===== config.mk =====
export PLATFORM = sky130hd
export DESIGN_NAME = g2e_cordic_cell
export DESIGN_NICKNAME = d
export VERILOG_FILES = /design/src/g2e_pkg.sv /design/src/g2e_cordic_cell.sv
export SDC_FILE = /design/constraint.sdc
export NUM_CORES = 1
export LEC_CHECK = 0
export BUFFER_PORTS_ARGS = -buffer_cell sky130_fd_sc_hd__buf_2
export CORE_MARGIN = 2
export CORE_UTILIZATION = 40
export DETAILED_ROUTE_END_ITERATION = 8
export GPL_TIMING_DRIVEN = 0
export PLACE_DENSITY = 0.68
export SLEW_MARGIN = 20
export SYNTH_ARGS = -nofsm -noshare
export SYNTH_HDL_FRONTEND = slang
export SYNTH_SLANG_ARGS = --single-unit

===== constraint.sdc =====
create_clock -name clock -period 3.3 [get_ports clock]
set_clock_uncertainty 0.1 [all_clocks]
set_input_delay 0.33 -clock clock [delete_from_list [all_inputs] [get_ports clock]]
set_output_delay 0.33 -clock clock [all_outputs]
set_load 0.1 [all_outputs]

===== src/g2e_pkg.sv =====
// g2e_pkg: types, constants and the arctangent table for the geodetic to ECEF converter.
// Used by every module under src; depends on nothing.
package g2e_pkg;

   localparam int ITERATIONS_DEF = 32;
   localparam int TAB_LEN        = 48;
   localparam int SQRT_STEPS     = 32;
   localparam int DIV_STEPS      = 36;

   localparam logic signed [33:0] CORDIC_K   = 34'sd652032874;
   localparam logic signed [33:0] Q30_ONE    = 34'sd1073741824;
   localparam logic signed [33:0] HALF_TURN  = 34'sd2147483648;
   localparam logic signed [33:0] OUT_LIMIT  = 34'sd6500000000;
   localparam logic [33:0]        AXIS_RESET = 34'd6378137000;
   localparam logic [36:0]        FLAT_RESET = 37'd3686454314;

   localparam logic [7:0] CSR_AXIS = 8'd0;
   localparam logic [7:0] CSR_FLAT = 8'd1;

   typedef struct packed {
      logic signed [33:0] x;
      logic signed [33:0] y;
      logic signed [33:0] z;
      logic               flip;
   } cordic_type;

   typedef struct packed {
      logic [63:0] d;
      logic [63:0] res;
   } sqrt_type;

   typedef struct packed {
      logic [31:0] rem;
      logic [35:0] bits;
      logic [30:0] r;
   } div_type;

   typedef struct packed {
      logic signed [31:0] clat;
      logic signed [31:0] slat;
      logic signed [31:0] clon;
      logic signed [31:0] slon;
      logic signed [27:0] h;
   } side_type;

   // arctangent of 2^-i in binary-angle units
   function automatic logic signed [33:0] atan_entry(input int idx);
      logic signed [33:0] v;
      unique case (idx)
         0:  v = 34'sd536870912;
         1:  v = 34'sd316933406;
         2:  v = 34'sd167458907;
         3:  v = 34'sd85004756;
         4:  v = 34'sd42667331;
         5:  v = 34'sd21354465;
         6:  v = 34'sd10679838;
         7:  v = 34'sd5340245;
         8:  v = 34'sd2670163;
         9:  v = 34'sd1335087;
         10: v = 34'sd667544;
         11: v = 34'sd333772;
         12: v = 34'sd166886;
         13: v = 34'sd83443;
         14: v = 34'sd41722;
         15: v = 34'sd20861;
         16: v = 34'sd10430;
         17: v = 34'sd5215;
         18: v = 34'sd2608;
         19: v = 34'sd1304;
         20: v = 34'sd652;
         21: v = 34'sd326;
         22: v = 34'sd163;
         23: v = 34'sd81;
         24: v = 34'sd41;
         25: v = 34'sd20;
         26: v = 34'sd10;
         27: v = 34'sd5;
         28: v = 34'sd3;
         29: v = 34'sd1;
         30: v = 34'sd1;
         default: v = 34'sd0;
      endcase
      return v;
   endfunction

endpackage


===== src/g2e_cordic_cell.sv =====
// g2e_cordic_cell: one rotation step of the sine/cosine CORDIC, registered.
// Depends on g2e_pkg.
module g2e_cordic_cell import g2e_pkg::*; #(
   parameter int STAGE = 0
) (
   input  logic       clock,
   input  logic       en,
   input  cordic_type cur,
   output cordic_type nxt
);

   localparam logic signed [33:0] ANGLE = atan_entry(STAGE);

   logic signed [33:0] x_w, y_w, dx, dy;
   cordic_type nxt_in, nxt_ff;

   assign x_w = cur.x;
   assign y_w = cur.y;
   assign dx  = y_w >>> STAGE;
   assign dy  = x_w >>> STAGE;

   always_comb begin
      nxt_in.flip = cur.flip;
      if (!cur.z[33]) begin
         nxt_in.x = x_w - dx;
         nxt_in.y = y_w + dy;
         nxt_in.z = cur.z - ANGLE;
      end else begin
         nxt_in.x = x_w + dx;
         nxt_in.y = y_w - dy;
         nxt_in.z = cur.z + ANGLE;
      end
   end

   always_ff @(posedge clock) begin
      if (en) nxt_ff <= nxt_in;
   end

   assign nxt = nxt_ff;

endmodule


== After elaboration in Yosys (flattened, before gate mapping) ==
Index checks and enable logic that the tools add are counted.

* Register bits: 103
* Logic and storage cells: 10

* Add/sub/neg operators: 5
* Muxes and demuxes: 1

{| class="wikitable"
|+ Operators with widths
! kind !! count
|-
| $mux W102 || 1
|-
| $sub A34 B34 Y34 || 2
|-
| $add A34 B31 Y34 const B || 1
|-
| $add A34 B34 Y34 || 1
|-
| $sub A34 B31 Y34 const B || 1
|}

== Logic depth before layout (Yosys ltp) ==
* Depth after elaboration: 2
* Mapped depth: 13

== Worst setup path before layout ==
No wires, ideal clock.

* Path kind: input-to-reg
* Start: input port cur[35] (netlist name)
* End: register nxt_ff, in the netlist nxt[65] (data pin)
* Library setup time: 267 ps
* Data arrival time: 2660 ps
* Required time: 2933 ps
* Setup slack: 273 ps
* Stages: 12
* Cells stage by stage: ha_1 > fa_1 > nor2b_1 > or3_1 > a21oi_1 > o21bai_2 > a31oi_1 > o31ai_2 > a31oi_1 > o41a_1 > o32ai_1 > xnor2_1

{| class="wikitable"
|+ RTL lines
! element !! line !! source
|-
| start: declaration || g2e_cordic_cell.sv:8 || <nowiki>input cordic_type cur,</nowiki>
|-
| end signal: assignment || g2e_cordic_cell.sv:36 || <nowiki>if (en) nxt_ff <= nxt_in;</nowiki>
|-
| end: declaration || g2e_cordic_cell.sv:15 || <nowiki>cordic_type nxt_in, nxt_ff;</nowiki>
|}

==> flow_metrics.tcl <==
set metrics [dict create \
    status "finished, final reports clean" \
    synth_xor_area_share_pct 6.67 \
    cts_buffer_depth 2 \
    crit_slowest_cell "fa_1" \
    clockRootBuffer "clkbuf_16" \
    ys_ff_latch 102 \
    grt_usage_pct 23.8 \
    path_buf_inv 1 \
    final_cells 1510 \
    power_mw 5.81 \
    drtAntennaViolNets 0 \
    maxCapViolCount 0 \
    cts_buffers 9 \
    drtPass1Iterations 5 \
    num_vias 8480 \
    ir_drop_v 0.000293 \
    grt-busiest-layer "met2" \
    p_leak_nw 4.82 \
    yosys_warnings 0 \
    synth_mux_area_share_pct 1.77 \
    yosys.area_share.simple_pct 12.4 \
    final_util_pct 49.5 \
    portBuffers 207 \
    place_hpwl_mm 23.1 \
    critical-path-max-stage-delay_ns 0.43 \
    syn_area_per_cell_sq_um 9.08 \
    netlist_instances 998 \
    synthArstFlopShare_pct 0 \
    dp_slack_ns -0.621 \
    htree_levels 3 \
    grt-ovfl-total 0 \
    crit_fanout 6 \
    vias_per_cell 5.62 \
    critPathTopFamily "compound AO/OA/AOI/OAI gates" \
    hold_viol 0 \
    synth.cells.most_frequent "a21oi_1, edfxtp_1, ha_1" \
    antenna_found_initial 0 \
    coreArea_sq_um 22400 \
    maxSlewHeadroom_pct 40.6 \
    synth_fa_ha_area_share_pct 15.0 \
    worst_pin_slew_ns 0.891 \
    crit_type "input pin to flip-flop" \
    whs_path_depth 1 \
    cts_tree "yes" \
    setup_violations 0 \
    grt_pass1_wl_mm 44.6 \
    wl_per_cell_microns 19.4 \
    worstPathArrival_ns 3.27 \
    synth_cell_types 80 \
    grt_max_degree 86 \
    path_clk_slew_ns 0.08 \
    row_count 55 \
    largest_reg_flops 102 \
    synth_top_area_share_pct 33.8 \
    whs_ns 0.0397 \
    crit_chain "buf_2 -> ha_1 -> fa_1 -> nor2b_1 -> or3_1 -> a21oi_1 -> o21bai_4 -> a31oi_4 -> o31ai_4 -> a31oi_4 -> o41a_1 -> o32ai_1 -> xnor2_1" \
    synth_flop_cell "edfxtp_1" \
    cp_common_cell "a31oi_4" \
    syn_nets 1209 \
    synth_area_leader_cell "edfxtp_1" \
    fin_ws_ns 0.0213 \
    min_period_ns 3.28 \
    dpl_cell_area_sq_um 10500 \
    drc_errors 0 \
    crit_required_ns 3.29 \
    die_x_microns 155 \
    n_antenna_cell 0 \
    gp_congestion 1.01 \
    seqCellArea_sq_um 3060 \
    yosysSeqAreaShare_pct 33.8 \
    min-delay-path-class "input pin to flip-flop" \
    drt-total-wl_mm 29.3 \
    synthMostInstantiatedCell "a21oi_1" \
    grt_use_met2_pct 37.9 \
    multiInputGateArea_sq_um 5650 \
    fin_tns_setup_ns 0 \
    initial_core_util_pct 40.4 \
    stdcell_area_sq_um 11100 \
    boundaryPins 208 \
    dieArea_sq_um 23900 \
    max_freq_ghz 0.305 \
    rsz0062_at_grt "yes" \
    area_growth_pct 22.5 \
    synth_compound_area_share_pct 23.6 \
    drt-initial-drc-count 751 \
    dp_cells 1491 \
    drive_gt1_share_pct 24.3 \
    fp.dieH_microns 155 \
    power.density_nw_per_um2 524 \
    grt_pass1_vias 7944 \
    min_period_over_period_pct 99.4 \
    startpoint_type "input pin" \
    grt_use_met3_pct 2.75 \
    nNetsFinal 1431 \
    ys_top_cells_by_area "edfxtp_1, ha_1, a21oi_1" \
    cp.depth 13 \
    synth_edf_count 102 \
    synth_top_family_by_area "compound AO/OA/AOI/OAI gates" \
    cp-end-kind "flip-flop" \
    final_max_slew_viol_count 0 \
    fill_cells 2150 \
    use_met1_pct 34.8 \
    synthesis.area_sq_um 9060 \
    cts.sinks 102 \
]
-- metal layers --
| layer | wire length (microns) | share of wire, % | vias up |
|---|---|---|---|
| met5 | 0 | 0 | - |
| met3 | 2020 | 6.9 | 40 |
| met4 | 510 | 1.7 | 0 |
| li1 | - | - | 4025 |
| met2 | 13200 | 45 | 366 |
| met1 | 13600 | 46 | 4049 |
-- layout by cell type (no fill, tap or decap), drive strengths merged, types with 7 or more instances in the layout --
cell and count:
ha 102, nor2b 12, nor3 23, buf 237
a21o 21, a21oi 120, o21a 11, a2111oi 7
nor2 99, clkinv 9, inv 100, edfxtp 102
nand4 11, o31ai 14, nand2b 8, clkbuf 30
mux2i 16, o21bai 23, xnor2 65, nand3 11
o21ai 54, nand2 43
-- power breakdown --
part | total [mW] | leakage (nW) | switching, mW | internal (mW)
registers | 1.71 | 0.998 | 0.0422 | 1.67
clock network | 1.09 | 0.151 | 0.542 | 0.544
logic | 3.02 | 3.67 | 2.34 | 0.674
-- what timing repair did --
action                                  4_1_cts  5_1_grt
setup buffers                                 0        3
resized for setup                            17       33
cloned                                        0        0
pin swaps                                     1        4
hold buffers                                  0        0
endpoints found under the setup margin       19       23
-- kinds of logic after synthesis --
group,count (synthesis)
AO/OA/AOI/OAI,319
AND/OR/NAND/NOR,236
buffers and inverters,150
adder cells (fa/ha/maj),106
flip-flops,102
XOR/XNOR,69
multiplexers,16
-- final timing paths --
check                  to  startpoint  slack (ns)
setup / recovery  nxt[99]     cur[35]        0.02
hold / removal    nxt[27]     cur[27]        0.04
-- cell type report --
| type | count | share of cell area, % |
|---|---|---|
| repair buffers | 211 | 9.84 |
| inverters | 103 | 3.56 |
| multi-input cells | 746 | 51.0 |
| plain buffers | 47 | 2.02 |
| well taps | 285 | 3.21 |
| clock inverters | 7 | 0.778 |
| clock buffers | 9 | 2.03 |
| flip-flops and latches | 102 | 27.6 |
No activity file was read; power rests on OpenSTA's default activity.
