--- src/g2e_pkg.sv ---
// g2e_pkg: types, constants and the arctangent table for the geodetic to ECEF converter.
// Used by every module under src; depends on nothing.
package g2e_pkg;

   localparam int ITERATIONS_DEF = 32;
   localparam int TAB_LEN        = 48;
   localparam int SQRT_STEPS     = 32;
   localparam int DIV_STEPS      = 36;

   localparam logic signed [33:0] CORDIC_K   = 34'sd652032874;
   localparam logic signed [33:0] Q30_ONE    = 34'sd1073741824;
   localparam logic signed [33:0] HALF_TURN  = 34'sd2147483648;
   localparam logic signed [33:0] OUT_LIMIT  = 34'sd6500000000;
   localparam logic [33:0]        AXIS_RESET = 34'd6378137000;
   localparam logic [36:0]        FLAT_RESET = 37'd3686454314;

   localparam logic [7:0] CSR_AXIS = 8'd0;
   localparam logic [7:0] CSR_FLAT = 8'd1;

   typedef struct packed {
      logic signed [33:0] x;
      logic signed [33:0] y;
      logic signed [33:0] z;
      logic               flip;
   } cordic_type;

   typedef struct packed {
      logic [63:0] d;
      logic [63:0] res;
   } sqrt_type;

   typedef struct packed {
      logic [31:0] rem;
      logic [35:0] bits;
      logic [30:0] r;
   } div_type;

   typedef struct packed {
      logic signed [31:0] clat;
      logic signed [31:0] slat;
      logic signed [31:0] clon;
      logic signed [31:0] slon;
      logic signed [27:0] h;
   } side_type;

   // arctangent of 2^-i in binary-angle units
   function automatic logic signed [33:0] atan_entry(input int idx);
      logic signed [33:0] v;
      unique case (idx)
         0:  v = 34'sd536870912;
         1:  v = 34'sd316933406;
         2:  v = 34'sd167458907;
         3:  v = 34'sd85004756;
         4:  v = 34'sd42667331;
         5:  v = 34'sd21354465;
         6:  v = 34'sd10679838;
         7:  v = 34'sd5340245;
         8:  v = 34'sd2670163;
         9:  v = 34'sd1335087;
         10: v = 34'sd667544;
         11: v = 34'sd333772;
         12: v = 34'sd166886;
         13: v = 34'sd83443;
         14: v = 34'sd41722;
         15: v = 34'sd20861;
         16: v = 34'sd10430;
         17: v = 34'sd5215;
         18: v = 34'sd2608;
         19: v = 34'sd1304;
         20: v = 34'sd652;
         21: v = 34'sd326;
         22: v = 34'sd163;
         23: v = 34'sd81;
         24: v = 34'sd41;
         25: v = 34'sd20;
         26: v = 34'sd10;
         27: v = 34'sd5;
         28: v = 34'sd3;
         29: v = 34'sd1;
         30: v = 34'sd1;
         default: v = 34'sd0;
      endcase
      return v;
   endfunction

endpackage

--- src/g2e_mulq30.sv ---
// g2e_mulq30: length times Q2.30 factor, rounded half up, two register stages.
// Depends on g2e_pkg.
module g2e_mulq30 import g2e_pkg::*; (
   input  logic               clock,
   input  logic               en,
   input  logic signed [37:0] v,
   input  logic signed [31:0] c,
   output logic signed [37:0] p
);

   logic signed [16:0] ch;
   logic signed [15:0] cl;
   logic signed [54:0] hi_ff;
   logic signed [53:0] lo_ff;
   logic signed [70:0] sum;
   logic signed [37:0] p_ff;

   assign ch = c[31:15];
   assign cl = {1'b0, c[14:0]};

   assign sum = (71'(hi_ff) <<< 15) + 71'(lo_ff) + (71'sd1 <<< 29);

   always_ff @(posedge clock) begin
      if (en) begin
         hi_ff <= v * ch;
         lo_ff <= v * cl;
         p_ff  <= sum[67:30];
      end
   end

   assign p = p_ff;

endmodule

--- config.mk ---
export PLATFORM = sky130hd
export DESIGN_NAME = g2e_mulq30
export DESIGN_NICKNAME = d
export VERILOG_FILES = /design/src/g2e_pkg.sv /design/src/g2e_mulq30.sv
export SDC_FILE = /design/constraint.sdc
export NUM_CORES = 2
export LEC_CHECK = 0
export BUFFER_PORTS_ARGS = -buffer_cell sky130_fd_sc_hd__buf_2
export CORE_MARGIN = 2
export CORE_UTILIZATION = 47
export CTS_CLUSTER_DIAMETER = 120
export DETAILED_ROUTE_END_ITERATION = 7
export PLACE_DENSITY_LB_ADDON = 0.3
export SKIP_CTS_REPAIR_TIMING = 1
export SYNTH_ARGS = -nofsm -noshare
export SYNTH_HDL_FRONTEND = slang
export SYNTH_SLANG_ARGS = --single-unit
--- constraint.sdc ---
create_clock -name clock -period 12.6 [get_ports clock]
set_input_delay 3.78 -clock clock [delete_from_list [all_inputs] [get_ports clock]]
set_output_delay 3.78 -clock clock [all_outputs]
set_load 0.005 [all_outputs]
Word-level counts from Yosys, hierarchy flattened. Index checks and enable logic that the tools add are counted.

Input bits: 72. Register bits after elaboration: 145. Logic and storage cells: 7. Output and inout bits: 38.

Multipliers: 2. Add/sub/neg operators: 2.

Operator list (number): $add A68 B31 Y68 const B (1); $add A68 B54 Y68 (1); $mul A38 B16 Y54 (1); $mul A38 B17 Y53 (1).

Depth between registers and ports, before layout.
Word-level depth: 2. Gate-level depth with buffers: 25. Gate-level depth less buffers: 24.

Worst setup path after synthesis. No wires, ideal clock.

Kind: input to register. Start: in c[23]. End: reg hi_ff[50] (data pin). Setup time: 0.272 ns. Data required time: 12.328 ns. Slack: 2.610 ns. Path buffers: 2. Cell stages on the path: 23. Arrival time: 9.718 ns. Cells stage by stage: clkbuf_1 -> clkbuf_1 -> nand2_1 -> fa_1 -> inv_1 -> fa_1 -> fa_1 -> fa_1 -> fa_1 -> inv_1 -> fa_1 -> inv_1 -> ha_1 -> a21o_1 -> a21oi_1 -> nor2_1 -> a211o_1 -> a221o_1 -> o21ai_2 -> a21oi_2 -> nor3_4 -> nor3_1 -> or4b_1.

Word-level cells in the longest chain between the ends: 1.

RTL lines: start: declaration (RTL line g2e_mulq30.sv:7) `input logic signed [31:0] c,`; $mul A38 B17 Y53 (RTL line g2e_mulq30.sv:25) `hi_ff <= v * ch;`; end signal: assignment (RTL line g2e_mulq30.sv:25); end: declaration (RTL line g2e_mulq30.sv:13) `logic signed [54:0] hi_ff;`.

No other way between the ends. A chain may end at the register's enable or synchronous reset.

Worst setup path after layout.
Start: in c[18]. End: reg hi_ff[50] (data pin).

Same word-level chain as after synthesis.

==> metrics.md <==
| Metric | Value |
|---|---|
| Overall global routing resource usage | `0.254` |
| Largest family of logic cells by synthesized area | `adder cells` |
| Crit path kind | `input port to flop` |
| Post-synthesis mux area share | `0.000214` |
| EDFF count, synth | `130` |
| GPL Wtd Cong | `0.918` |
| Mapped Avg Cell Area | `9.41 um^2` |
| Share of layout cells above drive strength 1 | `0.0407` |
| Vias | `33000` |
| Total gr overflow | `0` |
| Fmax | `93.1 MHz` |
| Initial Util | `0.475` |
| Most common cell after layout, fill and taps aside | `inv_1` |
| #FFs+latches synth | `130` |
| Required time of the critical path | `between 10000 and 15000 ps` |
| Wirelength per Cell | `approximately 20 um` |
| Vias in the first global route | `36200` |
| Synth Area in Simple Gates | `0.148` |
| Die footprint | `0.102 mm^2` |
| Synthesized cell area | `0.0468 mm^2` |
| Final setup violating endpoints | `0` |
| Critical Path Fanout Max | `38` |
| Most frequent cells in the layout | `1188 x inv_1, 1128 x fa_1, 755 x nand2_1` |
| Final Hold Viols | `0` |
| Worst EP arrival | `~11000 ps` |
| Max Cap Viol | `0` |
| Slew HR | `0.277` |
| First-pass GRT wire length | `200000 um` |
| Nets@finish | `6427` |
| Synthesis-to-finish area growth | `4.41%` |
| Initial DRC count | `around 2100` |
| Seq. cell area | `0.00390 mm^2` |
| Via density | `5.34` |
| Post-synthesis compound-gate area fraction | `0.0520` |
| Clock buffer depth | `2` |
| Final min period | `between 10000 and 15000 ps` |
| CTS tree | `done` |
| FFs w/ async S/R, synth | `0` |
| Clock Skew | `13.3 ps` |
| Crit. End Element | `flop` |
| Worst skew pair latency | `roughly 500 ps` |
| Unique cell type count in the Yosys netlist | `83` |
| Detailed Route WL | `approximately 120000 um` |
| Worst-path clk slew | `70 ps` |
| DP HPWL | `between 90000 and 100000 um` |
| Post-synthesis adder-cell area fraction | `0.575` |
| Core Box Area | `0.0986 mm^2` |
| Final Slew Violations | `0` |
| Largest net degree at the start of global routing | `74` |
| Number of port buffers | `around 110` |
| Initial antenna violation count | `9` |
| Die Wd | `320 um` |
| Antenna Nets Post-Route | `0` |
| Tightest Pin Transition | `~1100 ps` |
| Setup total negative slack | `0 ps` |
| Number of buffers created by CTS | `17` |
| Synth Area in XOR/XNOR | `0.0256` |
| Top Ports | `110` |
| Row count | `roughly 120` |
| Synth Flop Type | `edfxtp_1` |
| Period Utilization, post-route | `0.853` |
| Drc violations | `0` |
| Crit path launch type | `input port` |
| Layout fillers | `8981` |
| Min-Delay Path Class | `flop to flop` |
| Run status | `finished, final reports clean` |
| Multi-input gate area | `0.0375 mm^2` |
| Ys Warns | `0` |
| Drt pass-1 iters | `8` |
| Root buffer cell | `clkbuf_16` |
| Chip height | `320 um` |
| Seq/Total Area, Yosys | `0.0834` |
| Clock Sink Count | `130` |
| CTS H-Tree Depth | `4` |
| Syn nets | `6525` |
| Syn Inst Count | `4977` |
| Setup repair after global routing missed its margin | `false` |
cell type report:
cell class,count,area share
antenna,5,0.000256
multi-input combinational,3410,0.767
clock inverter,13,0.00479
clock buffer,17,0.00870
inverter,1188,0.0912
tap,1287,0.0329
sequential,130,0.0799
timing repair buffer,132,0.0148
cells by family (layout without fill, tap and decap cells):
group,after synthesis,count (layout)
buffers and inverters,1437,1350
multiplexers,1,1
AND/OR/NAND/NOR,1440,1440
flip-flops,130,130
adder cells (fa/ha/maj),1476,1476
other,0,5
XOR/XNOR,137,137
AO/OA/AOI/OAI,356,356
synthesized netlist by cell type, drive strengths merged (3+ instances only):
| library cell | number | area (um^2) |
|---|---|---|
| inv | 1188 | 4460 |
| fa | 1128 | 22600 |
| nand2 | 755 | 2830 |
| and2 | 491 | 3080 |
| ha | 348 | 4350 |
| clkbuf | 232 | 872 |
| edfxtp | 130 | 3900 |
| a21oi | 119 | 607 |
| xnor2 | 94 | 823 |
| nor2 | 83 | 312 |
| a21o | 58 | 435 |
| o21ai | 57 | 297 |
| xor2 | 43 | 377 |
| nand3 | 22 | 110 |
| a31oi | 19 | 134 |
| nand2b | 19 | 119 |
| o21a | 19 | 150 |
| buf | 17 | 72.6 |
| o21bai | 16 | 120 |
| nor3 | 14 | 81.3 |
| nand4 | 13 | 81.3 |
| nor2b | 13 | 88.8 |
| and3 | 11 | 73.8 |
| a211oi | 9 | 85.1 |
| o211ai | 9 | 67.6 |
| and4 | 6 | 52.6 |
| a221o | 5 | 51.3 |
| or2 | 5 | 31.3 |
| a31o | 4 | 35.0 |
| a211o | 3 | 26.3 |
| a311oi | 3 | 32.5 |
| o31ai | 3 | 27.5 |
| o41ai | 3 | 45.1 |
through the flow:
step           std cells  instance area (um^2)  hold WS [ps]  worst slack [ps]  utilization
3_5_place_dp        6147                 48200           840              1450        0.489
6_report            6182                 48900           846              1850        0.496
2_1_floorplan       4977                 46800           782              2610            -
4_1_cts             6177                 48900           858              1960        0.496
3_3_place_gp        6147                 48200           824              1520        0.489
5_1_grt             6179                 48900           892              1630        0.496
path summary, 6_finish.rpt:
| check | from | end | slack [ps] | depth (start not counted) |
|---|---|---|---|---|
| worst max register to register | lo_ff[17] | p[36] | 8350 | 12 |
| worst max-delay path | c[18] | hi_ff[50] | 1850 | 22 |
| worst min register to register | lo_ff[42] | p[12] | 850 | 3 |
| worst min-delay path | lo_ff[42] | p[12] | 850 | 3 |
worst max-delay path, stage by stage:
cell	delay (ps)
buf_2	770
nand2_1	190
fa_1	540
fa_1	530
fa_1	510
inv_1	50
fa_1	440
fa_1	520
inv_1	50
fa_1	470
inv_1	40
ha_1	360
a211oi_1	300
o21bai_1	120
a21o_1	190
a21oi_1	540
a311oi_2	330
o21ai_2	290
a21oi_2	110
nor3_4	230
nor3_1	60
or4b_1	520
sequential cells by signal (all words and copies together) (netlist names):
signal and cells:
hi_ff 53, lo_ff 39, p 38
metal layers:
metal  GRT usage  vias to the layer above  share of wire  routed length [um]
li1            -                    14400              -                   -
met1       0.334                    17300           0.41               50500
met2       0.427                     1083           0.48               58800
met3      0.0413                      246          0.066                8030
met4      0.0908                        6          0.039                4770
met5           0                        -        0.00028                  34
Power is left out: the tool's default activity adds up to more than one toggle a clock period on the data nets, which glitch-free logic cannot reach.
