--- src/g2e_pkg.sv ---
// g2e_pkg: types, constants and the arctangent table for the geodetic to ECEF converter.
// Used by every module under src; depends on nothing.
package g2e_pkg;

   localparam int ITERATIONS_DEF = 32;
   localparam int TAB_LEN        = 48;
   localparam int SQRT_STEPS     = 32;
   localparam int DIV_STEPS      = 36;

   localparam logic signed [33:0] CORDIC_K   = 34'sd652032874;
   localparam logic signed [33:0] Q30_ONE    = 34'sd1073741824;
   localparam logic signed [33:0] HALF_TURN  = 34'sd2147483648;
   localparam logic signed [33:0] OUT_LIMIT  = 34'sd6500000000;
   localparam logic [33:0]        AXIS_RESET = 34'd6378137000;
   localparam logic [36:0]        FLAT_RESET = 37'd3686454314;

   localparam logic [7:0] CSR_AXIS = 8'd0;
   localparam logic [7:0] CSR_FLAT = 8'd1;

   typedef struct packed {
      logic signed [33:0] x;
      logic signed [33:0] y;
      logic signed [33:0] z;
      logic               flip;
   } cordic_type;

   typedef struct packed {
      logic [63:0] d;
      logic [63:0] res;
   } sqrt_type;

   typedef struct packed {
      logic [31:0] rem;
      logic [35:0] bits;
      logic [30:0] r;
   } div_type;

   typedef struct packed {
      logic signed [31:0] clat;
      logic signed [31:0] slat;
      logic signed [31:0] clon;
      logic signed [31:0] slon;
      logic signed [27:0] h;
   } side_type;

   // arctangent of 2^-i in binary-angle units
   function automatic logic signed [33:0] atan_entry(input int idx);
      logic signed [33:0] v;
      unique case (idx)
         0:  v = 34'sd536870912;
         1:  v = 34'sd316933406;
         2:  v = 34'sd167458907;
         3:  v = 34'sd85004756;
         4:  v = 34'sd42667331;
         5:  v = 34'sd21354465;
         6:  v = 34'sd10679838;
         7:  v = 34'sd5340245;
         8:  v = 34'sd2670163;
         9:  v = 34'sd1335087;
         10: v = 34'sd667544;
         11: v = 34'sd333772;
         12: v = 34'sd166886;
         13: v = 34'sd83443;
         14: v = 34'sd41722;
         15: v = 34'sd20861;
         16: v = 34'sd10430;
         17: v = 34'sd5215;
         18: v = 34'sd2608;
         19: v = 34'sd1304;
         20: v = 34'sd652;
         21: v = 34'sd326;
         22: v = 34'sd163;
         23: v = 34'sd81;
         24: v = 34'sd41;
         25: v = 34'sd20;
         26: v = 34'sd10;
         27: v = 34'sd5;
         28: v = 34'sd3;
         29: v = 34'sd1;
         30: v = 34'sd1;
         default: v = 34'sd0;
      endcase
      return v;
   endfunction

endpackage

--- src/g2e_sqrt_cell.sv ---
// g2e_sqrt_cell: one digit step of the bit-serial integer square root, registered.
// Depends on g2e_pkg.
module g2e_sqrt_cell import g2e_pkg::*; #(
   parameter int STEP = 0
) (
   input  logic     clock,
   input  logic     en,
   input  sqrt_type cur,
   output sqrt_type nxt
);

   localparam logic [63:0] BIT = 64'd1 << (62 - 2 * STEP);

   logic [63:0] trial;
   sqrt_type nxt_in, nxt_ff;

   assign trial = cur.res + BIT;

   always_comb begin
      if (cur.d >= trial) begin
         nxt_in.d   = cur.d - trial;
         nxt_in.res = (cur.res >> 1) + BIT;
      end else begin
         nxt_in.d   = cur.d;
         nxt_in.res = cur.res >> 1;
      end
   end

   always_ff @(posedge clock) begin
      if (en) nxt_ff <= nxt_in;
   end

   assign nxt = nxt_ff;

endmodule

--- config.mk ---
export PLATFORM = sky130hd
export DESIGN_NAME = g2e_sqrt_cell
export DESIGN_NICKNAME = d
export VERILOG_FILES = /design/src/g2e_pkg.sv /design/src/g2e_sqrt_cell.sv
export SDC_FILE = /design/constraint.sdc
export NUM_CORES = 1
export LEC_CHECK = 0
export BUFFER_PORTS_ARGS = -buffer_cell sky130_fd_sc_hd__buf_2
export CAP_MARGIN = 20
export CORE_AREA = 4 4 162 164
export DETAILED_ROUTE_END_ITERATION = 8
export DIE_AREA = 0 0 166 168
export HOLD_SLACK_MARGIN = 0.08
export SYNTH_ARGS = -nofsm -noshare
export SYNTH_HDL_FRONTEND = slang
export SYNTH_SLANG_ARGS = --single-unit
export TNS_END_PERCENT = 1
--- constraint.sdc ---
create_clock -name clock -period 4.2 [get_ports clock]
set_clock_uncertainty 0.1 [all_clocks]
set_input_delay 0.63 -clock clock [delete_from_list [all_inputs] [get_ports clock]]
set_output_delay 0.63 -clock clock [all_outputs]
set_load 0.05 [all_outputs]
Word level (Yosys, flattened, before mapping) --
Cells that the tools add are included.
Word-level totals: flip-flop bits (word level) 128, output and inout port bits 128, word-level logic and storage cells 8
Cells by class: add/subtract/negate cells 3, order comparisons 1, multiplexer cells 1
Operator list (count):
- two-way mux 128 bit | 1
- adder 63 x 63 -> 64 bit, second input constant | 1
- adder 64 x 63 -> 64 bit, second input constant | 1
- greater-or-equal comparator 64 bit | 1
- subtractor 64 bit | 1

Longest topological paths before layout --
Gate-level depths: netlist of the first run.
depth in word-level cells 3, mapped depth 14

Worst setup path after synthesis of the first run --
No wires, ideal clock.
path type input -> register, start input port cur[16] (netlist bit), end register nxt_ff, in the netlist nxt[124], data pin, setup time 257 ps, arrival 3236 ps, data required time 3843 ps, path slack 607 ps, stages 12, cell sequence inv_1 ha_1 and2_1 nand3_1 or3_1 a41o_1 nor3_2 o21ai_1 o41ai_4 or4b_1 a21oi_1 nor3_1
RTL lines:
- start: declaration | line g2e_sqrt_cell.sv:8 | input sqrt_type cur,
- end signal: assignment | line g2e_sqrt_cell.sv:30 | if (en) nxt_ff <= nxt_in;
- end: declaration | line g2e_sqrt_cell.sv:15 | sqrt_type nxt_in, nxt_ff;

==> results of run 1 <==
critical path, stage by stage:
cell and delay (ns):
buf_2 0.09, inv_1 0.04, ha_1 0.21, fa_1 0.38, nand2b_1 0.18, a21oi_1 0.18
o41ai_1 0.12, buf_4 0.15, nor4bb_1 0.15, nor3_2 0.25, o21ai_1 0.15, o41ai_4 0.32
buf_4 0.51, buf_4 0.39, a21oi_1 0.13
power groups by stage:
stage	Clock [uW]	Sequential (uW)	Combinational [uW]
2_1_floorplan	0	2190	656
3_3_place_gp	0	1660	1610
3_5_place_dp	0	1660	1620
4_1_cts	1570	1630	1630
5_1_grt	1630	1650	1750
6_report	1530	1630	1620
per-layer routing:
layer	up-vias	global-route usage (%)	wire, um
met2	228	28.13	11390
met4	2	3.802	281
li1	3765	-	-
met5	-	0	13
met1	3475	22.60	11280
met3	21	4.508	1432
path summary, 6_finish.rpt:
| check | start | endpoint | slack [ns] | cells past startpoint |
|---|---|---|---|---|
| min | cur[4] | nxt[3] | 0.29 | 1 |
| max | cur[64] | nxt[104] | 0.34 | 15 |
cell usage after synthesis (all sizes together) (3+ instances only):
master and instances:
edfxtp 128, a21oi 111, nor2 82, inv 78, ha 64, nand2 52
a21o 49, o21ai 43, xnor2 36, clkbuf 26, xor2 20, nand4 18
mux2 14, nand3 14, and3 13, nor3 12, buf 11, o21bai 11
and2 10, nor2b 10, a31oi 7, o211ai 7, o21a 7, a21boi 5
a41oi 5, o31a 5, a211oi 4, or2 4, or3 4, and4 3
nand2b 3, o41ai 3
cell type report:
cell class	count	area (sq um)
clock buffer	17	425.4
inverter	78	292.8
tap	330	412.9
sequential	128	3844
antenna	1	2.502
multi-input combinational	642	4319
fill	2464	13970
clock inverter	15	167.7
timing repair buffer	279	1458
logic make-up after synthesis:
| family | share of synthesized area (%) |
|---|---|
| AND/OR/NAND/NOR | 13.18 |
| adder cells (fa/ha/maj) | 9.534 |
| multiplexers | 1.947 |
| buffers and inverters | 5.188 |
| flip-flops | 44.64 |
| AO/OA/AOI/OAI | 19.81 |
| XOR/XNOR | 5.697 |
metrics by stage:
step	hold WS, ns	util [%]	power, uW	worst slack [ns]
3_3_place_gp	0.7220	41.48	3270	0.04261
4_1_cts	0.2702	43.87	4828	0.3185
5_1_grt	0.2732	43.88	5025	0.05686
6_report	0.2870	43.88	4784	0.3382
2_1_floorplan	0.6289	-	2844	0.6066
3_5_place_dp	0.7236	41.48	3275	-0.1163
==> results.md, run 1 <==
- Status: finished clean
- Measured slew at the worst slew-check pin: 0.7866 ns
- DRC Markers: 0
- EDFF count, synth: 128
- Max reg flops: 128
- Critical path startpoint category: input port
- Post-CTS Hold Fix Bufs: 0
- Nets: 1341
- Num CTS Buffers: 17
- Gate Count Post-Synth: 885
- HPWL Detailed: 19290 um
- Initial Util: 34.59%
- Layout cells sized above 1: 28.21%
- Vias per std cell: 5.028
- Post-synth top area share: 44.64%
- Core area: 24890 sq um
- Clk sink count: 128
- PD cells: 438.0 nW/um^2
- Setup Buffers After CTS: 0
- Gate power share: 33.9%
- Placed cell areas: 10330 sq um
- Syn. warnings: 0
- P_leak: 0.005017 uW
- Cell area after layout: 10920 sq um
- Clock power frac: 32.0%
- Port-buffer cells: 257
- GRT Util Overall: 17.03%
- Area contributors post-synth: edfxtp_1 (45%), ha_1 (9.3%), a21oi_1 (6.5%)
- WL final: 24400 um
- Hold Violations, Final: 0
- TritonCTS clock tree: done
- Commonest non-fill, non-tap cells in the layout: buf_2 (256), edfxtp_1 (128), a21oi_1 (111)
- Placed Instances: 1457
- # rows: 58
- VDD IR max: 0.0002329 V
- Tmin final: 3.862 ns
- Crit-path max FO: 47
- Total grt overflow: 0
- Number of global-route vias before repair: 7383
- IO Pins: 258
- Post-route ant nets: 0
- Seq cells post-synth: 128
- Die Y: 168 um
- Internal power: 3021 uW
- H-tree Lvls: 4
- Post-cts resize count: 0
- Initial detailed-routing violation count: 439
- Slew Viols, Final: 0
- Sw Pwr: 1763 uW
- Rel. slew slack: 47.56%
- Top FF cell, synth: edfxtp_1
- Syn Std Cell Area: 8610 sq um
- Clk slew on worst S/H paths: 0.06 ns
- Asr flop ratio synth: 0%
- Clock tree buffer depth: 2
- First-pass GRT wire length: 38720 um
- Arrival time worst endpoint: 3.92 ns
- Crit. End Element: flip-flop
- Max Cap Viol: 0
- Mean Syn Cell Area: 9.728 sq um
- Unrepaired setup endpoints after global routing: false
- Yosys cell types: 58
- Die Area: 27890 sq um
- Vias: 7491
- Reg power frac: 34.1%
- Setup_tns: 0 ns
- Tcrit/Tclk final: 91.95%
- Sequential area share after synthesis: 44.64%
- Switch share: 36.85%
- Worst EP required: 4.26 ns
- Drt first pass iters: 5
- Die width: 166 um
- Peak Freq: 258.9 MHz
- Final std cells w/o fill: 1490
- Final setup fails: 0
- Wire per inst: 16.37 um
- Critical path class: in2reg
- Pin count of the biggest net entering global routing: 86
- Commonest non-fill, non-tap cell in the layout: buf_2
- Area delta synth->final: 26.86%
- Gpl congestion: 0.8761
- Min-Delay Path Class: in2reg
- Leading area contributor after synthesis: edfxtp_1
- Initial antenna violation count: 2
- Root Driver: clkbuf_16
- Syn nets: 1080
No activity file was read; power rests on OpenSTA's default activity.
==> run 2, diff against run 1 <==
--- a/config.mk
+++ b/config.mk
@@ -7,9 +7,9 @@
 export LEC_CHECK = 0
 export BUFFER_PORTS_ARGS = -buffer_cell sky130_fd_sc_hd__buf_2
 export CAP_MARGIN = 20
-export CORE_AREA = 4 4 162 164
+export CORE_AREA = 2 2 160 162
 export DETAILED_ROUTE_END_ITERATION = 8
-export DIE_AREA = 0 0 166 168
+export DIE_AREA = 0 0 162 164
 export HOLD_SLACK_MARGIN = 0.08
 export SYNTH_ARGS = -nofsm -noshare
 export SYNTH_HDL_FRONTEND = slang
==> run 2 against run 1 <==
Compared with the run above:
- routed wire length fell by 1.5%
- sequential power hardly changed
- critical path type unchanged
- non-clock buffer count increased by 1
- utilization increased by 0.51 points
==> results.md, run 2 (synthesis results as in run 1) <==
- Status: finished clean (unchanged)
- Switch share: 35.87% (was 36.85%)
- P_leak: 0.005064 uW (was 0.005017 uW)
- Die Area: 26570 sq um (was 27890 sq um)
- Worst path buffer plus inverter count: 4 (was 5)
- IO Pins: 258 (unchanged)
- Initial antenna violation count: 2 (unchanged)
- Worst slack, placed: -0.01514 ns (was -0.1163 ns)
- Post-cts resize count: 0 (unchanged)
- Clk slew on worst S/H paths: 0.07 ns (was 0.06 ns)
- TritonCTS clock tree: done (unchanged)
- Hold endpoint: nxt[55] (was nxt[3])
- Area delta synth->final: 27.95% (was 26.86%)
- DRC Markers: 0 (unchanged)
- Crit-path max FO: 15 (was 47)
- Min-Delay Path Class: in2reg (unchanged)
- PD cells: 447.1 nW/um^2 (was 438.0 nW/um^2)
- Num CTS Buffers: 17 (unchanged)
- Layout cells sized above 1: 28.28% (was 28.21%)
- First-pass GRT wire length: 37400 um (was 38720 um)
- Post-CTS Hold Fix Bufs: 0 (unchanged)
- Met2 usage: 27.91% (was 28.13%)
- Arrival time worst endpoint: 3.92 ns (about the same)
- Peak Freq: 259.2 MHz (was 258.9 MHz)
- Clock tree buffer depth: 2 (unchanged)
- Tmin final: 3.858 ns (was 3.862 ns)
- # rows: 58 (unchanged)
- Commonest non-fill, non-tap cells in the layout: buf_2 (256), edfxtp_1 (128), a21oi_1 (111) (unchanged)
- Setup Buffers After CTS: 0 (unchanged)
- HPWL Detailed: 18730 um (was 19290 um)
- Max Cap Viol: 0 (unchanged)
- Worst path cell trace: buf_2 -> inv_1 -> ha_1 -> fa_1 -> nand2b_1 -> a21oi_1 -> o41ai_1 -> nor4bb_1 -> nor3_2 -> o21ai_1 -> o41ai_4 -> buf_12 -> buf_4 -> mux2_1 (was buf_2 -> inv_1 -> ha_1 -> fa_1 -> nand2b_1 -> a21oi_1 -> o41ai_1 -> buf_4 -> nor4bb_1 -> nor3_2 -> o21ai_1 -> o41ai_4 -> buf_4 -> buf_4 -> a21oi_1)
- Critical path class: in2reg (unchanged)
- Worst EP required: 4.27 ns (was 4.26 ns)
- Tcrit/Tclk final: 91.86% (was 91.95%)
- Number of global-route vias before repair: 7143 (was 7383)
- Slowest cell on crit path: o41ai_1 (was buf_4)
- Root Driver: clkbuf_16 (unchanged)
- Gpl congestion: 0.8776 (was 0.8761)
- Vias per std cell: 5.038 (was 5.028)
- Delay-heaviest family, CP: compound AO/OA/AOI/OAI gates (was buffers and inverters)
- Critical path startpoint category: input port (unchanged)
- H-tree Lvls: 4 (unchanged)
- Global Route met3 Usage: 3.636% (was 4.508%)
- Final Power: 4925 uW (was 4784 uW)
- CP peak stage delay: 0.74 ns (was 0.51 ns)
- PnR worst setup slack: 0.3417 ns (was 0.3382 ns)
- GRT Util Overall: 17.77% (was 17.03%)
- Setup_tns: 0 ns (unchanged)
- Gate power share: 33.2% (was 33.9%)
- Post-route ant nets: 0 (unchanged)
- Crit. End Element: flip-flop (unchanged)
- Reg power frac: 33.1% (was 34.1%)
- Hold Violations, Final: 0 (unchanged)
- Hold path start: cur[56] (was cur[4])
- Clk sink count: 128 (unchanged)
- Initial detailed-routing violation count: 510 (was 439)
- Core area: 24820 sq um (was 24890 sq um)
- Total grt overflow: 0 (unchanged)
- Max reg flops: 128 (unchanged)
- Port-buffer cells: 257 (unchanged)
- Slew Viols, Final: 0 (unchanged)
- Die width: 162 um (was 166 um)
- WL final: 24030 um (was 24400 um)
- Drt first pass iters: 5 (unchanged)
- Grt peak-use layer: met2 (unchanged)
- Measured slew at the worst slew-check pin: 0.8247 ns (was 0.7866 ns)
- Rel. slew slack: 44.30% (was 47.56%)
- Nets: 1342 (was 1341)
- Hold_ws: 0.2960 ns (was 0.2870 ns)
- Hold depth: 1 (unchanged)
- Commonest non-fill, non-tap cell in the layout: buf_2 (unchanged)
- Sw Pwr: 1767 uW (was 1763 uW)
- Met1 Use GR: 24.42% (was 22.60%)
- Internal power: 3159 uW (was 3021 uW)
- Pin count of the biggest net entering global routing: 74 (was 86)
- Die Y: 164 um (was 168 um)
- Vias: 7512 (was 7491)
- Initial Util: 34.69% (was 34.59%)
- Crit path from: cur[64] (unchanged)
- VDD IR max: 0.0002038 V (was 0.0002329 V)
- Clock power frac: 33.6% (was 32.0%)
- Unrepaired setup endpoints after global routing: false (unchanged)
- Wire per inst: 16.12 um (was 16.37 um)
- Final setup fails: 0 (unchanged)
run 2: cell count changes in the layout (fill, tap and decap cells not counted), sizes merged:
| cell | change |
|---|---|
| bufinv | +2 |
| clkinvlp | -2 |
| buf | +1 |
| clkbuf | +1 |
| clkinv | -1 |
run 2: worst max-delay path by stage:
stage	to	cells past startpoint
after floorplan	nxt[124]	12
after global placement	nxt[71]	14
after detailed placement	nxt[71]	14
after CTS	nxt[67]	14
after global routing	nxt[113]	13
final	nxt[67]	14
run 2: layer usage:
metal / vias to the layer above / wire length (um)
met5: - / 7
met4: 2 / 504
met3: 34 / 1373
met2: 230 / 10890
met1: 3488 / 11260
li1: 3758 / -
run 2: layout make-up:
class | instances | area, sq um
inverters | 78 | 292.8
clock inverters | 14 | 212.7
flip-flops and latches | 128 | 3844
well taps | 330 | 412.9
fillers | 2442 | 13800
multi-input cells | 642 | 4319
diodes | 1 | 2.502
repair buffers | 280 | 1503
clock buffers | 18 | 429.2
run 2: power groups by stage:
| stage | clock (uW) | sequential, uW | combinational, uW |
|---|---|---|---|
| after global routing | 1740 | 1650 | 1760 |
| after CTS | 1690 | 1630 | 1640 |
| after detailed placement | 0 | 1660 | 1630 |
| after floorplan | 0 | 2190 | 656 |
| final | 1660 | 1630 | 1640 |
| after global placement | 0 | 1660 | 1620 |
run 2: stage by stage:
step | utilization, % | std cells | area [sq um]
2_1_floorplan | - | 885 | 8610
3_3_place_gp | 41.79 | 1458 | 10370
3_5_place_dp | 41.79 | 1458 | 10370
4_1_cts | 44.37 | 1490 | 11010
5_1_grt | 44.37 | 1490 | 11010
6_report | 44.38 | 1491 | 11020
