File: config.mk
export PLATFORM = sky130hd
export DESIGN_NAME = g2e_div_cell
export DESIGN_NICKNAME = d
export VERILOG_FILES = /design/src/g2e_pkg.sv /design/src/g2e_div_cell.sv
export SDC_FILE = /design/constraint.sdc
export NUM_CORES = 1
export LEC_CHECK = 0
export ABC_AREA = 1
export BUFFER_PORTS_ARGS = -buffer_cell sky130_fd_sc_hd__buf_2
export CORE_MARGIN = 2
export CORE_UTILIZATION = 25
export DETAILED_ROUTE_END_ITERATION = 12
export PLACE_DENSITY = 0.57
export SETUP_SLACK_MARGIN = 0.5
export SYNTH_ARGS = -nofsm -noshare
export SYNTH_HDL_FRONTEND = slang
export SYNTH_SLANG_ARGS = --single-unit
File: constraint.sdc
create_clock -name clock -period 2.25 [get_ports clock]
set_input_delay 0.1125 -clock clock [delete_from_list [all_inputs] [get_ports clock]]
set_output_delay 0.1125 -clock clock [all_outputs]
set_load 0.005 [all_outputs]
File: src/g2e_pkg.sv
// g2e_pkg: types, constants and the arctangent table for the geodetic to ECEF converter.
// Used by every module under src; depends on nothing.
package g2e_pkg;

   localparam int ITERATIONS_DEF = 32;
   localparam int TAB_LEN        = 48;
   localparam int SQRT_STEPS     = 32;
   localparam int DIV_STEPS      = 36;

   localparam logic signed [33:0] CORDIC_K   = 34'sd652032874;
   localparam logic signed [33:0] Q30_ONE    = 34'sd1073741824;
   localparam logic signed [33:0] HALF_TURN  = 34'sd2147483648;
   localparam logic signed [33:0] OUT_LIMIT  = 34'sd6500000000;
   localparam logic [33:0]        AXIS_RESET = 34'd6378137000;
   localparam logic [36:0]        FLAT_RESET = 37'd3686454314;

   localparam logic [7:0] CSR_AXIS = 8'd0;
   localparam logic [7:0] CSR_FLAT = 8'd1;

   typedef struct packed {
      logic signed [33:0] x;
      logic signed [33:0] y;
      logic signed [33:0] z;
      logic               flip;
   } cordic_type;

   typedef struct packed {
      logic [63:0] d;
      logic [63:0] res;
   } sqrt_type;

   typedef struct packed {
      logic [31:0] rem;
      logic [35:0] bits;
      logic [30:0] r;
   } div_type;

   typedef struct packed {
      logic signed [31:0] clat;
      logic signed [31:0] slat;
      logic signed [31:0] clon;
      logic signed [31:0] slon;
      logic signed [27:0] h;
   } side_type;

   // arctangent of 2^-i in binary-angle units
   function automatic logic signed [33:0] atan_entry(input int idx);
      logic signed [33:0] v;
      unique case (idx)
         0:  v = 34'sd536870912;
         1:  v = 34'sd316933406;
         2:  v = 34'sd167458907;
         3:  v = 34'sd85004756;
         4:  v = 34'sd42667331;
         5:  v = 34'sd21354465;
         6:  v = 34'sd10679838;
         7:  v = 34'sd5340245;
         8:  v = 34'sd2670163;
         9:  v = 34'sd1335087;
         10: v = 34'sd667544;
         11: v = 34'sd333772;
         12: v = 34'sd166886;
         13: v = 34'sd83443;
         14: v = 34'sd41722;
         15: v = 34'sd20861;
         16: v = 34'sd10430;
         17: v = 34'sd5215;
         18: v = 34'sd2608;
         19: v = 34'sd1304;
         20: v = 34'sd652;
         21: v = 34'sd326;
         22: v = 34'sd163;
         23: v = 34'sd81;
         24: v = 34'sd41;
         25: v = 34'sd20;
         26: v = 34'sd10;
         27: v = 34'sd5;
         28: v = 34'sd3;
         29: v = 34'sd1;
         30: v = 34'sd1;
         default: v = 34'sd0;
      endcase
      return v;
   endfunction

endpackage

File: src/g2e_div_cell.sv
// g2e_div_cell: one quotient bit of the restoring divider, registered.
// Depends on g2e_pkg.
module g2e_div_cell import g2e_pkg::*; (
   input  logic    clock,
   input  logic    en,
   input  div_type cur,
   output div_type nxt
);

   logic [31:0] rem2;
   logic        ge;
   div_type     nxt_in, nxt_ff;

   // dividend bits leave at the top of bits, quotient bits enter at the bottom
   assign rem2 = {cur.rem[30:0], cur.bits[35]};
   assign ge   = rem2 >= {1'b0, cur.r};

   always_comb begin
      nxt_in.r    = cur.r;
      nxt_in.rem  = ge ? rem2 - {1'b0, cur.r} : rem2;
      nxt_in.bits = {cur.bits[34:0], ge};
   end

   always_ff @(posedge clock) begin
      if (en) nxt_ff <= nxt_in;
   end

   assign nxt = nxt_ff;

endmodule

# Yosys cells after proc, flatten, opt, wreduce, memory -nomap -nowiden
# Index checks and enable logic that the tools add are counted.
classes:
  addsub: 1
  order_cmp: 1
  mux: 1
ops:
  columns: ["cell", "n"]
  rows:
  - [">= comparator 32 x 31 -> 1 bit", 1]
  - ["2-to-1 mux 32 bit", 1]
  - ["subtractor 32 x 31 -> 32 bit", 1]
totals:
  register_bits: 99
  in_bits: 101
  output_inout_bits: 99
  wordCells: 6

# Longest topological paths before layout
# Gate-level depths: netlist (run 1).
logic_depth:
  depth_word: 2
  ltp_mapped: 16

# Worst setup path before layout (run 1)
# Ideal clock, no wire load.
synth_path:
  path_type: "input to register"
  startpoint: "in cur[66] in the netlist's numbering"
  endpoint: "reg nxt_ff, in the netlist nxt[92], data pin"
  t_arrival_ps: 1621
  required_ps: 1997
  path_slack_ps: 376
  stages: 16
  path_cell_list: "inv_1 > ha_1 > fa_1 > inv_1 > nand2_1 > nand2_1 > nand3_1 > nand2_2 > nand2_1 > nand3_1 > nand2_2 > nand2_4 > inv_4 > buf_6 > nand2_1 > nand2_1"
synth_lines:
  columns: ["item", "line", "source"]
  rows:
  - ["from (decl)", "g2e_div_cell.sv:6", "input div_type cur,"]
  - ["to (signal assigned)", "g2e_div_cell.sv:25", "if (en) nxt_ff <= nxt_in;"]
  - ["to (decl)", "g2e_div_cell.sv:12", "div_type nxt_in, nxt_ff;"]

==> impl_metrics.ini, run 1 <==
[outcome]
status = finished, final reports clean

[yosys]
synth-simple-area-share = 0.285
synthCells = 758
synth_area_per_cell_um2 = 7.97
yosysUniqueCellTypes = 26
synth-adder-area-share = 0.0675
netlist_area_um2 = 6040
syn-num-nets = 891
ys_warn_count = 0
synth_compound_area_frac = 0.0213
synthMuxAreaShare = 0
ys_ff_latch = 99
synth-xor-area-share = 0.0203
seq_area_frac_synth = 0.492
synth_top_family_by_area = simple AND/OR/NAND/NOR gates

[sta]
slew_viol_final = 0
hold_viol_final = 0
max-slew-margin-rel = 0.702
tns_ps = 0
rsz0062_at_grt = yes
fin_crit_sh = 0.742
fin_crit_ps = 1670
finalSetupViolCount = 0
fmax_mhz = 599
tightest_slew_ps = 448

[setup_path]
crit_required_ps = 2370
crit_type = input pin to register
path_cells = clkbuf_4 > inv_12 > ha_4 > fa_2 > inv_2 > nand2_2 > nand2_1 > nand3_1 > nand2_2 > nand2_1 > nand3_1 > nand2_2 > nand2_4 > buf_4 > o21ai_0
cpMaxStageDelayCell = fa_2
cp-end-kind = register
cp.arrival_ps = 1790
max_stage_delay_ps = 330
path_max_fanout = 10
crit_top_cell = nand2_2
cp-start-kind = input pin

[cts]
clockBufferDepth = 2
htreeDepth = 3
clock-root-buffer = clkbuf_16
numClockSinks = 99
clk_pin_slew_ps = 80
cts_tree = yes
cts_buffers = 9

[floorplanning]
core_um2 = 23600
die_x_um = 159
fp.dieH_um = 159
start_util = 0.256
io_pins = 200
dieArea_um2 = 25400
fp-row-count = 56

[cells_and_area]
area_growth_pct = 42.0
antenna_cells = 0
num-nets-final = 1173
drive_gt1_frac = 0.256
final-instance-count-excl-fill = 1364
largest_register_ffs = 99
fillCellCount = 2489

[detailed_routing]
vias = 5514
drt_pre_antenna_iters = 5
drt-vias-per-instance = 4.04
drc = 0
routed_wl_um = 18600
detail-route-antenna-nets = 0
wl_per_cell_um = 13.6
first_iter_violations = 348

[place]
place_congestion = 0.834
dp_hpwl_um = 14500
portBuffers = 198
dp_cells = 1281

[pwr]
p_leak_nw = 4.42
power_density_nw_per_um2 = 613
ir_worst_vdd_v = 0.000284

[job]
max_cap_viol_count = 0

[min_path]
min_delay_worst_endpoint = nxt[93]$_DFFE_PP_
whs_path_depth = 3
hold_path.class = input pin to register
holdCritStartpoint = cur[92]

[global_route]
grt_first_pass_wirelength_um = 28600
grt_max_degree = 38
grt_pass1_vias = 5489
groute.usage.overall = 0.145
overflow = 0
antenna_found_initial = 0
==> cells in the final DEF, fill, tap and decap left out, types with 3 or more instances in the layout <==
cell           count
nand2_1          301
buf_2            196
inv_1            159
edfxtp_1          99
dlygate4sd3_1     66
nor2_1            41
nand3_1           41
ha_1              21
xor2_1            14
a21oi_1           12
buf_4             10
ha_2               9
clkbuf_16          9
nand2_2            8
nand4_1            6
o21ai_0            5
a21oi_2            4
nor3_1             4
inv_2              3
and2_1             3
nand3b_1           3
inv_6              3
buf_12             3
==> cell usage after synthesis <==
cell type | count | area, um^2
a21oi_1 | 16 | 80.1
a21oi_2 | 1 | 8.76
and2_1 | 3 | 18.8
buf_6 | 6 | 67.6
edfxtp_1 | 99 | 2970
fa_1 | 1 | 20.0
ha_1 | 31 | 388
inv_1 | 161 | 604
inv_2 | 2 | 7.51
inv_4 | 1 | 6.26
nand2_1 | 305 | 1140
nand2_2 | 4 | 25.0
nand2_4 | 1 | 11.3
nand3_1 | 43 | 215
nand3b_1 | 3 | 22.5
nand4_1 | 6 | 37.5
nor2_1 | 41 | 154
nor2_2 | 2 | 12.5
nor2_4 | 2 | 22.5
nor3_1 | 5 | 25.0
nor3_2 | 2 | 20.0
o21ai_0 | 5 | 25.0
o21bai_1 | 2 | 15.0
or2_1 | 1 | 6.26
or2_2 | 1 | 6.26
xor2_1 | 14 | 123
==> final cells by class <==
cell class                      count  area [um^2]  area share
Clock buffer                        9          225      0.0263
Clock inverter                      7         72.6     0.00846
Inverter                          164          636      0.0741
Multi-Input combinational cell    489         2470       0.288
Sequential cell                    99         2970       0.347
Tap cell                          319          399      0.0466
Timing Repair Buffer              277         1800       0.209
==> stage by stage <==
| stage | instance area [um^2] | utilization | power, mW | hold slack [ps] | setup slack [ps] |
|---|---|---|---|---|---|
| after floorplan | 6070 | - | 3.02 | 211 | 496 |
| after global placement | 7520 | 0.319 | 3.57 | 289 | 143 |
| after detailed placement | 7520 | 0.319 | 3.57 | 291 | 143 |
| after CTS | 8480 | 0.359 | 5.31 | 13.4 | 531 |
| after global routing | 8570 | 0.363 | 5.55 | 25.1 | 465 |
| final | 8570 | 0.363 | 5.26 | 18.9 | 580 |
==> kinds of logic after synthesis <==
| group | Yosys count |
|---|---|
| buffers and inverters | 170 |
| adder cells (fa/ha/maj) | 32 |
| AO/OA/AOI/OAI | 24 |
| flip-flops | 99 |
| XOR/XNOR | 14 |
| AND/OR/NAND/NOR | 419 |
==> repair_timing <==
action | CTS | global route
hold buffers | 66 | 0
resized for setup | 0 | 25
endpoints found under the setup margin | 0 | 32
buffers inserted | 0 | 1
hold endpoints to repair | 66 | 0
==> layer usage <==
| metal | GRT usage | share of wire | vias to the layer above |
|---|---|---|---|
| met5 | 0 | 0 | - |
| met4 | 0.0364 | 0.010 | 0 |
| met3 | 0.0362 | 0.057 | 12 |
| met2 | 0.239 | 0.46 | 164 |
| met1 | 0.190 | 0.47 | 2419 |
| li1 | - | - | 2919 |
==> worst max-delay path: cells and delay by family <==
family / cells / cell delay, ps
simple gates: 8 / 630
fa+ha+maj: 2 / 480
buf+inv: 4 / 470
compound gates: 1 / 90
==> worst max-delay path by stage <==
stage / slack [ps] / from / depth (start not counted) / end
floorplan: 500 / cur[66] / 16 / nxt[93]$_DFFE_PP_
global placement: 140 / cur[66] / 15 / nxt[95]$_DFFE_PP_
detailed placement: 140 / cur[66] / 15 / nxt[87]$_DFFE_PP_
CTS: 530 / cur[66] / 15 / nxt[95]$_DFFE_PP_
global route: 470 / cur[27] / 12 / nxt[88]$_DFFE_PP_
finish: 580 / cur[66] / 15 / nxt[67]$_DFFE_PP_
==> power by group <==
| part | switching [mW] | internal (mW) |
|---|---|---|
| clock network | 0.835 | 0.784 |
| logic | 0.769 | 0.572 |
| registers | 0.0393 | 2.26 |
| total | 1.64 | 3.61 |
(Power assumes the default switching activity.)
==> run 2: changes to the inputs <==
--- a/config.mk
+++ b/config.mk
@@ -5,12 +5,12 @@
 export SDC_FILE = /design/constraint.sdc
 export NUM_CORES = 1
 export LEC_CHECK = 0
-export ABC_AREA = 1
+export ABC_AREA = 0
 export BUFFER_PORTS_ARGS = -buffer_cell sky130_fd_sc_hd__buf_2
 export CORE_MARGIN = 2
 export CORE_UTILIZATION = 25
 export DETAILED_ROUTE_END_ITERATION = 12
-export PLACE_DENSITY = 0.57
+export PLACE_DENSITY = 0.58
 export SETUP_SLACK_MARGIN = 0.5
 export SYNTH_ARGS = -nofsm -noshare
 export SYNTH_HDL_FRONTEND = slang
==> constraint.sdc (replaced) <==
create_clock -name clock -period 1.6 [get_ports clock]
set_input_delay 0.08 -clock clock [delete_from_list [all_inputs] [get_ports clock]]
set_output_delay 0.08 -clock clock [all_outputs]
set_load 0.005 [all_outputs]
==> impl_metrics.ini, run 2 <==
[outcome]
status = complete, but fails checks
violations = setup timing

[sta]
slew_viol_final = 0
tns_ps = -11900
finalSetupViolCount = 33
whs_ps = 14.8
fin_ws_ps = -423
fin_crit_sh = 1.26
fmax_mhz = 494
hold_viol_final = 0
fin_crit_ps = 2020
max-slew-margin-rel = 0.653
tightest_slew_ps = 518
rsz0062_at_grt = yes

[yosys]
yosys-top-cells-area = edfxtp_1 (56%), ha_1 (7.3%), nand2_1 (3.6%)
syn-num-nets = 597
ys_warn_count = 0
ys_ff_latch = 99
yosys.cell_count.top_type = edfxtp_1
async_reset_ff_frac = 0
synthCells = 464
netlist_area_um2 = 5290
seq_area_frac_synth = 0.562
synth_edf_count = 99
synthFlopType = edfxtp_1
synth_commonest_cells = edfxtp_1 (99), nand2_1 (51), inv_1 (36)
synth_top_area_cell = edfxtp_1
synth_top_area_share = 0.562
yosysUniqueCellTypes = 55
synth_area_per_cell_um2 = 11.4

[cells_and_area]
layout_common_cells = buf_2 (187), buf_4 (114), edfxtp_1 (99)
postLayoutCoreUtil = 0.441
drive_gt1_frac = 0.517
num-nets-final = 982
fin_area_um2 = 9220
final-instance-count-excl-fill = 1131
final_common_cell = buf_2
largest_register_ffs = 99
area_growth_pct = 74.1

[place]
portBuffers = 198
dp_cells = 1027
dp_slack_ps = -1040
place_congestion = 0.880
dp_hpwl_um = 12000
placement.cell_area_um2 = 7590

[floorplanning]
io_pins = 200
start_util = 0.253
core_um2 = 20900
fp.dieH_um = 150
fp-row-count = 53
die_x_um = 150
dieArea_um2 = 22400

[detailed_routing]
detail-route-antenna-nets = 0
drt-vias-per-instance = 4.33
drc = 0
wl_per_cell_um = 14.6
vias = 4892
drt_pre_antenna_iters = 4
routed_wl_um = 16500
first_iter_violations = 199

[cts]
clockBufferDepth = 2
htreeDepth = 3
clk_pin_slew_ps = 70
clock-root-buffer = clkbuf_16
cts_tree = yes
numClockSinks = 99
cts_buffers = 9

[setup_path]
cpMaxStageDelayCell = fa_2
worstSetupStartpoint = cur[66]
path_cells = buf_12 > inv_12 > ha_4 > fa_2 > nand2b_4 > a21oi_4 > buf_6 > o211ai_1 > nand3_2 > a21oi_4 > buf_4 > buf_6 > buf_4 > nand2_1 > o21ai_1
cp.arrival_ps = 2130
crit_type = input pin to register
crit_required_ps = 1700
max_stage_delay_ps = 350
crit_family = buffers and inverters
cp-start-kind = input pin
path_max_fanout = 5
cp_num_buf_inv = 6
cp-end-kind = register

[global_route]
groute.usage.overall = 0.141
grt_pass1_vias = 4898
grt_max_degree = 57
overflow = 0
grt_first_pass_wirelength_um = 24500
antenna_found_initial = 5

[pwr]
power_density_nw_per_um2 = 845
ir_worst_vdd_v = 0.000489
p_leak_nw = 3.94
power_mw = 7.79

[job]
max_cap_viol_count = 0

[min_path]
hold_path.class = input pin to register
holdCritStartpoint = cur[30]
run 2: cell count changes in the layout (fill, tap and decap cells not counted), moves of 8 or more:
| cell | before | now |
|---|---|---|
| xnor2_1 | 0 | 9 |
| nor2_1 | 41 | 20 |
| buf_6 | 1 | 19 |
| nand3_1 | 41 | 8 |
| buf_2 | 196 | 187 |
| nand2_1 | 301 | 47 |
| inv_1 | 159 | 23 |
| a21o_1 | 0 | 8 |
| o21ai_2 | 0 | 10 |
| buf_4 | 10 | 114 |
| ha_1 | 21 | 11 |
| o21ai_1 | 0 | 28 |
| ha_4 | 1 | 18 |
run 2: cell families (layout without fill, tap and decap cells):
| group | Yosys count | in the layout | share of synthesized area |
|---|---|---|---|
| mux | 1 | 1 | 0.00213 |
| simple gates | 123 | 123 | 0.111 |
| buf+inv | 56 | 444 | 0.0544 |
| other cells | 0 | 3 | 0 |
| compound gates | 127 | 128 | 0.151 |
| xor+xnor | 26 | 26 | 0.0430 |
| flops | 99 | 99 | 0.562 |
| fa+ha+maj | 32 | 32 | 0.0771 |
run 2: final cells by class:
class,instances,area (um^2)
diodes,3,7.51
clock buffers,9,225
clock inverters,6,57.6
fillers,1965,11700
inverters,36,158
multi-input cells,310,2610
flip-flops and latches,99,2970
well taps,275,344
repair buffers,393,2840
run 2: repair_timing:
item                                   CTS  global route
setup endpoints to repair               33            33
resized for setup                       60            43
endpoints found under the hold margin   62             0
gates cloned                             2             2
buffers inserted                        15             5
hold buffers                            62             0
pin swaps                               27            30
run 2: worst paths after layout:
| kind | endpoint | slack (ps) | depth (start not counted) |
|---|---|---|---|
| max | nxt[93]$_DFFE_PP_ | -420 | 15 |
| min | nxt[30]$_DFFE_PP_ | 10 | 2 |
run 2: report_power, final:
group          leakage, nW  switching [mW]  internal, mW
sequential           0.968          0.0644          3.18
clock                0.140            1.08          1.09
combinational         2.84            1.10          1.27
run 2: metal layers:
metal  vias to the layer above  part of all wire  track usage
li1                       2478                 -            -
met1                      2252              0.43        0.173
met2                       153              0.49        0.244
met3                         9             0.072       0.0409
met4                         0             0.012       0.0319
met5                         -                 0            0
==> run 3: changes to the inputs <==
--- a/config.mk
+++ b/config.mk
@@ -10,7 +10,7 @@
 export CORE_MARGIN = 2
 export CORE_UTILIZATION = 25
 export DETAILED_ROUTE_END_ITERATION = 12
-export PLACE_DENSITY = 0.58
+export PLACE_DENSITY = 0.55
 export SETUP_SLACK_MARGIN = 0.5
 export SYNTH_ARGS = -nofsm -noshare
 export SYNTH_HDL_FRONTEND = slang
==> impl_metrics.ini, run 3 (synthesis results as in run 2) <==
[sta]
fin_crit_sh = 1.31
rsz0062_at_grt = yes
fmax_mhz = 476
slew_viol_final = 0
tightest_slew_ps = 424
fin_ws_ps = -503
hold_viol_final = 0
fin_crit_ps = 2100
finalSetupViolCount = 33
tns_ps = -12590
max-slew-margin-rel = 0.716

[cells_and_area]
area_growth_pct = 79.6
postLayoutCoreUtil = 0.455
num-nets-final = 993
largest_register_ffs = 99
drive_gt1_frac = 0.539
final_common_cell = buf_2
layout_common_cells = buf_2 (183), buf_4 (115), edfxtp_1 (99)

[global_route]
grt_max_degree = 40
overflow = 0
antenna_found_initial = 3
grt_pass1_vias = 5097
groute.usage.overall = 0.155
grt_first_pass_wirelength_um = 26500

[outcome]
violations = setup timing
status = complete, but fails checks

[setup_path]
max_stage_delay_ps = 430
path_cells = buf_2 > inv_1 > ha_4 > nand2b_4 > a21oi_4 > o21ai_4 > o21ai_2 > a21o_1 > a311o_1 > a221oi_2 > mux2_4
cp-start-kind = input pin
crit_type = input pin to register
crit_family = compound AO/OA/AOI/OAI gates
cp_num_buf_inv = 2
cp-end-kind = register
cp.arrival_ps = 2210
cpMaxStageDelayCell = a311o_1
path_max_fanout = 4
crit_required_ps = 1710

[floorplanning]
dieArea_um2 = 22400
fp.dieH_um = 150
die_x_um = 150
fp-row-count = 53
core_um2 = 20900
start_util = 0.253
io_pins = 200

[cts]
cts_tree = yes
cts_buffers = 9
clockBufferDepth = 2
numClockSinks = 99
htreeDepth = 3
clock-root-buffer = clkbuf_16
clk_pin_slew_ps = 70

[place]
place_congestion = 0.818
portBuffers = 198
dp_hpwl_um = 11800

[min_path]
min_delay_worst_endpoint = nxt[72]$_DFFE_PP_
holdCritStartpoint = cur[71]
hold_path.class = input pin to register
whs_path_depth = 3

[detailed_routing]
vias = 5015
routed_wl_um = 17400
drt-vias-per-instance = 4.39
wl_per_cell_um = 15.2
detail-route-antenna-nets = 0
drc = 0
drt_pre_antenna_iters = 4
first_iter_violations = 178

[pwr]
p_leak_nw = 4.07
power_density_nw_per_um2 = 838
ir_worst_vdd_v = 0.000511

[job]
max_cap_viol_count = 0
[run 3: cell count changes in the layout (fill, tap and decap cells not counted), sizes merged]
cell / previous run / this run
a21oi: 34 / 33
buf: 329 / 340
clkbuf: 11 / 9
clkinvlp: 0 / 1
dlygate4sd3: 62 / 65
[run 3: timing repair]
| action | 4_1_cts | 5_1_grt |
|---|---|---|
| setup buffers | 15 | 4 |
| pin swaps | 21 | 28 |
| hold buffers | 65 | 0 |
| endpoints found under the setup margin | 33 | 33 |
| endpoints found under the hold margin | 65 | 0 |
| resized for setup | 85 | 45 |
| cloned | 7 | 0 |
[run 3: through the flow]
step | power [mW] | instances | worst slack, ps | cell area, um^2 | hold WS [ps]
after global routing | 8.42 | 1142 | -591 | 9510 | 14.0
after global placement | 5.26 | 1033 | -817 | 7660 | 257
after floorplan | 4.28 | 464 | -614 | 5590 | 179
final | 7.97 | 1143 | -503 | 9510 | 9.31
after detailed placement | 5.26 | 1033 | -869 | 7660 | 258
after CTS | 7.95 | 1136 | -401 | 9260 | 2.64
[run 3: final cells by class]
| type | instances | area, um^2 |
|---|---|---|
| multi-input combinational | 309 | 2640 |
| timing repair buffer | 405 | 3100 |
| fill | 2015 | 11400 |
| tap | 275 | 344 |
| sequential | 99 | 2970 |
| clock inverter | 7 | 57.6 |
| antenna | 3 | 7.51 |
| clock buffer | 9 | 225 |
| inverter | 36 | 163 |
[run 3: layer usage]
metal / global-route usage / share of wire / up-vias
met3: 0.0357 / 0.060 / 17
met2: 0.262 / 0.49 / 149
li1: - / - / 2506
met1: 0.199 / 0.44 / 2343
met4: 0.0414 / 0.014 / 0
met5: 0 / 0 / -
[run 3: power breakdown]
group,total (mW),switching (mW),internal (mW)
Combinational,2.59,1.19,1.40
Clock,2.14,1.06,1.08
Sequential,3.25,0.0609,3.18
[run 3: how the worst max path moves through the flow]
stage | from | slack, ps | endpoint | depth (start not counted)
2_1_floorplan | cur[78] | -610 | nxt[98]$_DFFE_PP_ | 10
3_5_place_dp | cur[66] | -870 | nxt[97]$_DFFE_PP_ | 12
3_3_place_gp | cur[66] | -820 | nxt[97]$_DFFE_PP_ | 12
4_1_cts | cur[5] | -400 | nxt[94]$_DFFE_PP_ | 12
5_1_grt | cur[1] | -590 | nxt[98]$_DFFE_PP_ | 11
6_report | cur[1] | -500 | nxt[98]$_DFFE_PP_ | 11
